[src/design/mpq_pkg.sv]
`default_nettype none

package mpq_pkg;

   localparam int CAPACITY_DEF = 16;

   localparam int OP_W   = 2;
   localparam int KEY_W  = 32;
   localparam int PAY_W  = 32;
   localparam int FILL_W = 5;
   localparam int STAT_W = 2;

   localparam int ENT_W      = KEY_W + PAY_W;
   localparam int REQ_DATA_W = 64;
   localparam int REQ_USER_W = OP_W;
   localparam int RSP_DATA_W = 72;
   localparam int RSP_PAD_W  = RSP_DATA_W - PAY_W - KEY_W - FILL_W;
   localparam int RSP_USER_W = STAT_W;

   typedef enum logic [OP_W-1:0] {
      OP_INSERT = 2'd0,
      OP_REMOVE = 2'd1,
      OP_PEEK   = 2'd2
   } opcode_type;

   typedef enum logic [STAT_W-1:0] {
      ST_OK    = 2'd0,
      ST_EMPTY = 2'd1,
      ST_FULL  = 2'd2
   } status_type;

   typedef enum logic [1:0] {
      S_IDLE,
      S_SCAN,
      S_SHIFT,
      S_RESP
   } state_type;

   // control from the sequencer to the compare unit
   typedef struct packed {
      logic sample;
      logic first;
   } best_ctl_type;

endpackage

`default_nettype wire

[src/design/mpq_ram.sv]
`default_nettype none

module mpq_ram #(
   parameter int WIDTH = 64,
   parameter int DEPTH = 16
) (
   input  wire logic                     clock,
   input  wire logic                     wr_en,
   input  wire logic [$clog2(DEPTH)-1:0] wr_addr,
   input  wire logic [WIDTH-1:0]         wr_data,
   input  wire logic                     rd_en,
   input  wire logic [$clog2(DEPTH)-1:0] rd_addr,
   output logic      [WIDTH-1:0]         rd_data
);

   logic [WIDTH-1:0] mem_ff [DEPTH];
   logic [WIDTH-1:0] rd_data_ff;

   always_ff @(posedge clock) begin
      if (wr_en) begin
         mem_ff[wr_addr] <= wr_data;
      end
      if (rd_en) begin
         rd_data_ff <= mem_ff[rd_addr];
      end
   end

   assign rd_data = rd_data_ff;

endmodule

`default_nettype wire

[src/design/mpq_best.sv]
`default_nettype none

module mpq_best
   import mpq_pkg::*;
#(
   parameter int IDX_W = 4
) (
   input  wire logic               clock,
   input  wire best_ctl_type       ctl,
   input  wire logic [IDX_W-1:0]   cand_idx,
   input  wire logic [KEY_W-1:0]   cand_key,
   input  wire logic [PAY_W-1:0]   cand_payload,
   output logic      [IDX_W-1:0]   best_idx,
   output logic      [KEY_W-1:0]   best_key,
   output logic      [PAY_W-1:0]   best_payload
);

   logic [IDX_W-1:0] idx_ff;
   logic [KEY_W-1:0] key_ff;
   logic [PAY_W-1:0] pay_ff;
   logic             take;

   // strict less: on equal keys the earlier entry stays
   assign take = ctl.sample && (ctl.first || ($signed(cand_key) < $signed(key_ff)));

   always_ff @(posedge clock) begin
      if (take) begin
         idx_ff <= cand_idx;
         key_ff <= cand_key;
         pay_ff <= cand_payload;
      end
   end

   assign best_idx     = idx_ff;
   assign best_key     = key_ff;
   assign best_payload = pay_ff;

endmodule

`default_nettype wire

[src/design/min_priority_queue_top.sv]
`default_nettype none
// Channel   Ports   tdata (low bit up)                      tuser
// request   req_*   key[31:0] payload[63:32]               opcode[1:0]
// response  rsp_*   out_payload[31:0] out_key[63:32]        status[1:0]
//                   fill_count[68:64] zero[71:69]
//
// Insert, empty remove or peek, full insert and opcode three go straight to the reply step.
// Peek: the scan reads one entry a cycle from the single read port of the entry RAM
// through one signed compare unit.
// Remove: after the same scan, the entries above the minimum move down one place
// to close the gap; when the minimum is the last entry, no entry moves.
// Reset clears the count and the control state; the entry RAM is not cleared.
// A result waiting on rsp_tready sits in the output register while the next
// transaction is accepted; the sequencer stalls only at its own reply step.

module min_priority_queue_top
   import mpq_pkg::*;
#(
   parameter int CAPACITY = CAPACITY_DEF
) (
   input  wire logic                  clock,
   input  wire logic                  reset,
   input  wire logic                  req_tvalid,
   output logic                       req_tready,
   input  wire logic [REQ_DATA_W-1:0] req_tdata,   // key, payload
   input  wire logic [REQ_USER_W-1:0] req_tuser,   // opcode
   output logic                       rsp_tvalid,
   input  wire logic                  rsp_tready,
   output logic      [RSP_DATA_W-1:0] rsp_tdata,   // out_payload, out_key, fill_count
   output logic      [RSP_USER_W-1:0] rsp_tuser    // status
);

   localparam int IDX_W = $clog2(CAPACITY);
   localparam int CNT_W = $clog2(CAPACITY + 1);

   state_type         state_ff, state_in;
   logic [OP_W-1:0]   op_ff, op_in;
   logic [STAT_W-1:0] status_ff, status_in;
   logic              hit_ff, hit_in;
   logic [CNT_W-1:0]  count_ff, count_in;
   logic [CNT_W-1:0]  scan_ff, scan_in;
   logic              rd_vld_ff, rd_vld_in;
   logic [CNT_W-1:0]  rd_idx_ff, rd_idx_in;
   logic              rsp_valid_ff, rsp_valid_in;
   logic [RSP_DATA_W-1:0] rsp_data_ff, rsp_data_in;
   logic [RSP_USER_W-1:0] rsp_user_ff, rsp_user_in;

   logic              accept;
   logic              full;
   logic              rsp_free;
   logic              issue;
   logic [CNT_W-1:0]  wr_idx;

   logic              ram_we;
   logic [IDX_W-1:0]  ram_waddr;
   logic [ENT_W-1:0]  ram_wdata;
   logic              ram_re;
   logic [IDX_W-1:0]  ram_raddr;
   logic [ENT_W-1:0]  ram_rdata;

   best_ctl_type      best_ctl;
   logic [IDX_W-1:0]  best_idx;
   logic [KEY_W-1:0]  best_key;
   logic [PAY_W-1:0]  best_payload;

   // entry layout in RAM: payload high, key low
   mpq_ram #(
      .WIDTH (ENT_W),
      .DEPTH (CAPACITY)
   ) u_mpq_ram (
      .clock   (clock),
      .wr_en   (ram_we),
      .wr_addr (ram_waddr),
      .wr_data (ram_wdata),
      .rd_en   (ram_re),
      .rd_addr (ram_raddr),
      .rd_data (ram_rdata)
   );

   mpq_best #(
      .IDX_W (IDX_W)
   ) u_mpq_best (
      .clock        (clock),
      .ctl          (best_ctl),
      .cand_idx     (rd_idx_ff[IDX_W-1:0]),
      .cand_key     (ram_rdata[KEY_W-1:0]),
      .cand_payload (ram_rdata[ENT_W-1:KEY_W]),
      .best_idx     (best_idx),
      .best_key     (best_key),
      .best_payload (best_payload)
   );

   assign req_tready = (state_ff == S_IDLE);
   assign accept     = req_tvalid && req_tready;
   assign full       = (count_ff >= CNT_W'(CAPACITY));
   assign rsp_free   = !rsp_valid_ff || rsp_tready;
   assign issue      = (scan_ff < count_ff);
   assign wr_idx     = rd_idx_ff - CNT_W'(1);

   always_comb begin
      state_in     = state_ff;
      op_in        = op_ff;
      status_in    = status_ff;
      hit_in       = hit_ff;
      count_in     = count_ff;
      scan_in      = scan_ff;
      rd_vld_in    = 1'b0;
      rd_idx_in    = rd_idx_ff;
      rsp_valid_in = rsp_valid_ff && !rsp_tready;
      rsp_data_in  = rsp_data_ff;
      rsp_user_in  = rsp_user_ff;
      ram_we       = 1'b0;
      ram_waddr    = '0;
      ram_wdata    = '0;
      ram_re       = 1'b0;
      ram_raddr    = '0;
      best_ctl     = '0;

      case (state_ff)
         S_IDLE: begin
            if (accept) begin
               op_in     = req_tuser;
               hit_in    = 1'b0;
               status_in = ST_OK;
               scan_in   = '0;
               state_in  = S_RESP;
               case (opcode_type'(req_tuser))
                  OP_INSERT: begin
                     if (full) begin
                        status_in = ST_FULL;
                     end else begin
                        ram_we    = 1'b1;
                        ram_waddr = count_ff[IDX_W-1:0];
                        ram_wdata = {req_tdata[63:32], req_tdata[31:0]};
                        count_in  = count_ff + CNT_W'(1);
                     end
                  end
                  OP_REMOVE, OP_PEEK: begin
                     if (count_ff == '0) begin
                        status_in = ST_EMPTY;
                     end else begin
                        state_in = S_SCAN;
                     end
                  end
                  default: begin
                     state_in = S_RESP;
                  end
               endcase
            end
         end
         S_SCAN: begin
            if (issue) begin
               ram_re    = 1'b1;
               ram_raddr = scan_ff[IDX_W-1:0];
               scan_in   = scan_ff + CNT_W'(1);
               rd_vld_in = 1'b1;
               rd_idx_in = scan_ff;
            end
            if (rd_vld_ff) begin
               best_ctl.sample = 1'b1;
               best_ctl.first  = (rd_idx_ff == '0);
            end
            if (!issue && !rd_vld_ff) begin
               hit_in = 1'b1;
               if (op_ff == OP_REMOVE) begin
                  scan_in  = CNT_W'(best_idx) + CNT_W'(1);
                  state_in = S_SHIFT;
               end else begin
                  state_in = S_RESP;
               end
            end
         end
         S_SHIFT: begin
            // read entry j while entry j-2 takes the word of entry j-1 from the previous read
            if (issue) begin
               ram_re    = 1'b1;
               ram_raddr = scan_ff[IDX_W-1:0];
               scan_in   = scan_ff + CNT_W'(1);
               rd_vld_in = 1'b1;
               rd_idx_in = scan_ff;
            end
            if (rd_vld_ff) begin
               ram_we    = 1'b1;
               ram_waddr = wr_idx[IDX_W-1:0];
               ram_wdata = ram_rdata;
            end
            if (!issue && !rd_vld_ff) begin
               count_in = count_ff - CNT_W'(1);
               state_in = S_RESP;
            end
         end
         S_RESP: begin
            if (rsp_free) begin
               rsp_valid_in = 1'b1;
               rsp_user_in  = status_ff;
               rsp_data_in  = {{RSP_PAD_W{1'b0}},
                               FILL_W'(count_ff),
                               hit_ff ? best_key : {KEY_W{1'b0}},
                               hit_ff ? best_payload : {PAY_W{1'b0}}};
               state_in     = S_IDLE;
            end
         end
         default: begin
            state_in = S_IDLE;
         end
      endcase
   end

   always_ff @(posedge clock) begin
      if (reset) begin
         state_ff     <= S_IDLE;
         count_ff     <= '0;
         rd_vld_ff    <= 1'b0;
         rsp_valid_ff <= 1'b0;
      end else begin
         state_ff     <= state_in;
         count_ff     <= count_in;
         rd_vld_ff    <= rd_vld_in;
         rsp_valid_ff <= rsp_valid_in;
      end
   end

   always_ff @(posedge clock) begin
      op_ff       <= op_in;
      status_ff   <= status_in;
      hit_ff      <= hit_in;
      scan_ff     <= scan_in;
      rd_idx_ff   <= rd_idx_in;
      rsp_data_ff <= rsp_data_in;
      rsp_user_ff <= rsp_user_in;
   end

   assign rsp_tvalid = rsp_valid_ff;
   assign rsp_tdata  = rsp_data_ff;
   assign rsp_tuser  = rsp_user_ff;

endmodule

`default_nettype wire

[config.mk]
export PLATFORM = sky130hd
export DESIGN_NAME = min_priority_queue_top
export DESIGN_NICKNAME = d
export VERILOG_FILES = /design/src/design/mpq_pkg.sv /design/src/design/mpq_ram.sv /design/src/design/mpq_best.sv /design/src/design/min_priority_queue_top.sv
export SDC_FILE = /design/constraint.sdc
export NUM_CORES = 2
export LEC_CHECK = 0
export BUFFER_PORTS_ARGS = -buffer_cell sky130_fd_sc_hd__buf_2
export CAP_MARGIN = 5
export CORE_MARGIN = 4
export CORE_UTILIZATION = 35
export DETAILED_ROUTE_END_ITERATION = 8
export SYNTH_ARGS = -nofsm -noshare
export SYNTH_HDL_FRONTEND = slang
export SYNTH_SLANG_ARGS = --single-unit
[constraint.sdc]
create_clock -name clock -period 12.7 [get_ports clock]
set_input_delay 1.905 -clock clock [delete_from_list [all_inputs] [get_ports clock]]
set_output_delay 1.905 -clock clock [all_outputs]
set_load 0.01 [all_outputs]
==> impl_metrics.env <==
export IMPL_status="completed"
export IMPL_timing_final_ws_setup_ns=6.925
export IMPL_grt_start_max_net_pins=146
export IMPL_vias=23430
export IMPL_post_cts_buffers=0
export IMPL_finalNetCount=2616
export IMPL_ctsRootBufferMaster="clkbuf_16"
export IMPL_numCtsBuffers=133
export IMPL_wl_um=117900
export IMPL_syn_area_mm2=0.04813
export IMPL_io_pins=146
export IMPL_setup_viol=0
export IMPL_rr_startpoint="scan_ff[1]$_DFFE_PP_"
export IMPL_grt_pass1_vias=24490
export IMPL_rsz0062_at_grt="no"
export IMPL_die_area_mm2=0.1435
export IMPL_reg2reg_depth=12
export IMPL_drt_iter0_drc=2376
export IMPL_clock_sinks=1251
export IMPL_cts_resized_gates=0
export IMPL_grt_met3_usage_pct=3.541
export IMPL_synth_area_leaders="edfxtp_1 77%, mux4_2 11%, a22oi_1 1.9%, ha_1 1.3%, a22o_1 1.2%"
export IMPL_async_flop_share_pct=0
export IMPL_cts_max_level=4
export IMPL_gr_total_overflow=0
export IMPL_timing_final_crit_share_pct=45.47
export IMPL_netlist_area_leader_share_pct=77.49
export IMPL_crit_arrival_ns=6.26
export IMPL_grt_antenna_before_repair=4
export IMPL_grt_busiest_layer="met2"
export IMPL_yosysTopAreaCell="edfxtp_1"
export IMPL_tns_ns=0
export IMPL_ant_nets=0
export IMPL_fmax_ghz=0.1732
export IMPL_port_buffers=142
export IMPL_rrSetupSlack_ns=6.92
export IMPL_yosys_warnings=0
export IMPL_endpoint_kind="flop"
export IMPL_die_h_um=378.8
export IMPL_clock_path_buffers=3
export IMPL_min_path_cells=0
export IMPL_crit_type="reg -> reg"
export IMPL_post_dp_cell_area_mm2=0.05094
export IMPL_worst_slew_pin_transition_ns=1.312
export IMPL_ctsHoldBuffers=0
export IMPL_ir_drop_uv=130.4
export IMPL_use_met2_pct=26.42
export IMPL_wl_per_cell_um=26.92
export IMPL_ys_flop_type="edfxtp_1"
export IMPL_synth_seq_cells=1251
export IMPL_core_area_mm2=0.1360
export IMPL_clk_pin_slew_ns=0.06
export IMPL_drive_gt1_share_pct=24.22
export IMPL_area_delta_synth_final_pct=14.36
export IMPL_fin_hold_ws_ns=0.4237
export IMPL_gp_congestion=0.7789
export IMPL_hp_start="status_ff[1]$_DFFE_PP_"
export IMPL_power_density_mw_per_mm2=194.3
export IMPL_drv_slew=0
export IMPL_cts_tree="built"
export IMPL_die_x_um=378.8
export IMPL_dp_slack_ns=6.753
export IMPL_grtUsageTotal_pct=16.36
export IMPL_cp_start_kind="flop"
export IMPL_cap_violations=0
export IMPL_hold_viol_final=0
export IMPL_critPathMaxFanout=72
export IMPL_grt_pass1_wl_um=169600
export IMPL_yosysUniqueCellTypes=65
export IMPL_hpwl_um=61200
export IMPL_drcViolationCount=0
export IMPL_syn_avg_cell_area_um2=20.99
export IMPL_synth_cells=2293
export IMPL_hold_class="reg -> reg"
export IMPL_clock_skew_ns=0.03566
export IMPL_via_per_inst=5.352
export IMPL_hold_path_endpoint="rsp_tuser[1]$_DFFE_PP_"
export IMPL_dr_pass1_iters=5
export IMPL_final_cell_area_mm2=0.05504
export IMPL_synth_seq_area_share_pct=77.86
export IMPL_num_rows=135
export IMPL_rr_endpoint="u_mpq_ram.rd_data[45]$_DFFE_PP_"
export IMPL_slew_headroom_pct=11.64
export IMPL_critPathRequiredTime_ns=13.18
export IMPL_report_power_total_mw=10.69
export IMPL_start_util_pct=35.40
export IMPL_grtUsageMet1_pct=22.55
export IMPL_p_leak_nw=17.54
export IMPL_clock_latency_ns=0.76
export IMPL_min_period_ns=5.775
export IMPL_synth_edf_count=1242
export IMPL_antenna_cells=0
==> per-stage QoR <==
stage | utilization, % | std cells
after global routing | 40.48 | 4378
after global placement | 37.46 | 4142
after detailed placement | 37.46 | 4142
final | 40.48 | 4378
after floorplan | - | 2295
after CTS | 40.48 | 4378
==> final cells by class <==
class                           count  area (um^2)
Fill cell                       11820        80930
Sequential cell                  1251        37480
Multi-Input combinational cell    879        10020
Clock buffer                      169         3485
Tap cell                         1781         2228
Timing Repair Buffer              183         1031
Clock inverter                     67        624.3
Inverter                           48        182.7
==> Yosys cell counts, drive strengths merged, types with 4 or more instances <==
master,n
inv,47
a22o,65
clkbuf,33
nand2,128
a21o,6
a31oi,4
nor3b,4
dfxtp,9
nand4,4
o21a,8
o211ai,4
a21oi,28
nor3,4
xor2,6
mux4,245
a22oi,120
nand3,29
or3,6
buf,84
o21ai,15
ha,49
nor2,34
a32oi,10
edfxtp,1242
and2,70
==> flip-flops by register name, indices dropped and copies added, names as in the netlist, 2 cells and up <==
register	flops
u_mpq_ram.mem_ff	1024
rsp_tdata	69
u_mpq_ram.rd_data	64
u_mpq_best.best_key	32
u_mpq_best.best_payload	32
count_ff	5
rd_idx_ff	5
scan_ff	5
u_mpq_best.best_idx	4
op_ff	2
rsp_tuser	2
state_ff	2
status_ff	2
==> worst max-delay path by stage <==
stage / end / slack (ns) / from
CTS: u_mpq_ram.rd_data[45]$_DFFE_PP_ / 6.69 / scan_ff[1]$_DFFE_PP_
floorplan: u_mpq_ram.mem_ff[12][0]$_DFFE_PP_ / 6.62 / req_tvalid
global route: u_mpq_ram.rd_data[45]$_DFFE_PP_ / 6.39 / scan_ff[1]$_DFFE_PP_
global placement: u_mpq_ram.rd_data[46]$_DFFE_PP_ / 6.91 / scan_ff[1]$_DFFE_PP_
finish: u_mpq_ram.rd_data[45]$_DFFE_PP_ / 6.92 / scan_ff[1]$_DFFE_PP_
detailed placement: u_mpq_ram.rd_data[48]$_DFFE_PP_ / 6.75 / scan_ff[1]$_DFFE_PP_
==> kinds of logic after synthesis <==
logic type	share of synthesized area (%)
other	0.007791
and+or+nand+nor	2.870
adders and majority gates	1.315
DFF	77.86
xor gates and xnor gates	0.1638
muxes	11.60
buffers and inverters	1.726
AOI/OAI and AO/OA	4.461
==> power breakdown <==
group | switching (mW) | internal (mW) | leakage [nW]
sequential | 0.228 | 4.99 | 11.2
clock | 1.59 | 2.08 | 1.99
combinational | 1.11 | 0.696 | 4.37
total | 2.93 | 7.77 | 17.5
==> critical path, stage by stage (launching register included) <==
cell	delay, ns
edfxtp_1	0.91
ha_1	0.28
a21o_2	0.15
a31oi_4	0.06
o21ai_4	0.25
inv_2	0.10
ha_1	0.27
nand2_8	0.56
buf_4	0.87
buf_4	0.95
mux4_2	0.60
a22oi_1	0.22
nand2_1	0.09
==> cell usage in the layout, fill, tap and decap left out, types with 18 or more instances in the layout <==
cell type / instances
a21oi_1: 27
a22o_1: 65
a22oi_1: 120
and2_1: 68
buf_2: 142
buf_4: 40
clkbuf_1: 35
clkbuf_16: 134
clkinv_1: 29
edfxtp_1: 1242
ha_1: 49
inv_1: 45
mux4_2: 236
nand2_1: 127
nand3_1: 29
nor2_1: 18
==> routing by layer <==
metal  routed length [um]  share of wire [%]  up-vias
met3                 8444                7.2      172
li1                     -                  -     9899
met5                   13              0.011        -
met1                50200                 43    12470
met2                56510                 48      890
met4                 2703                2.3        2
Power figures use the tool's default switching activity.
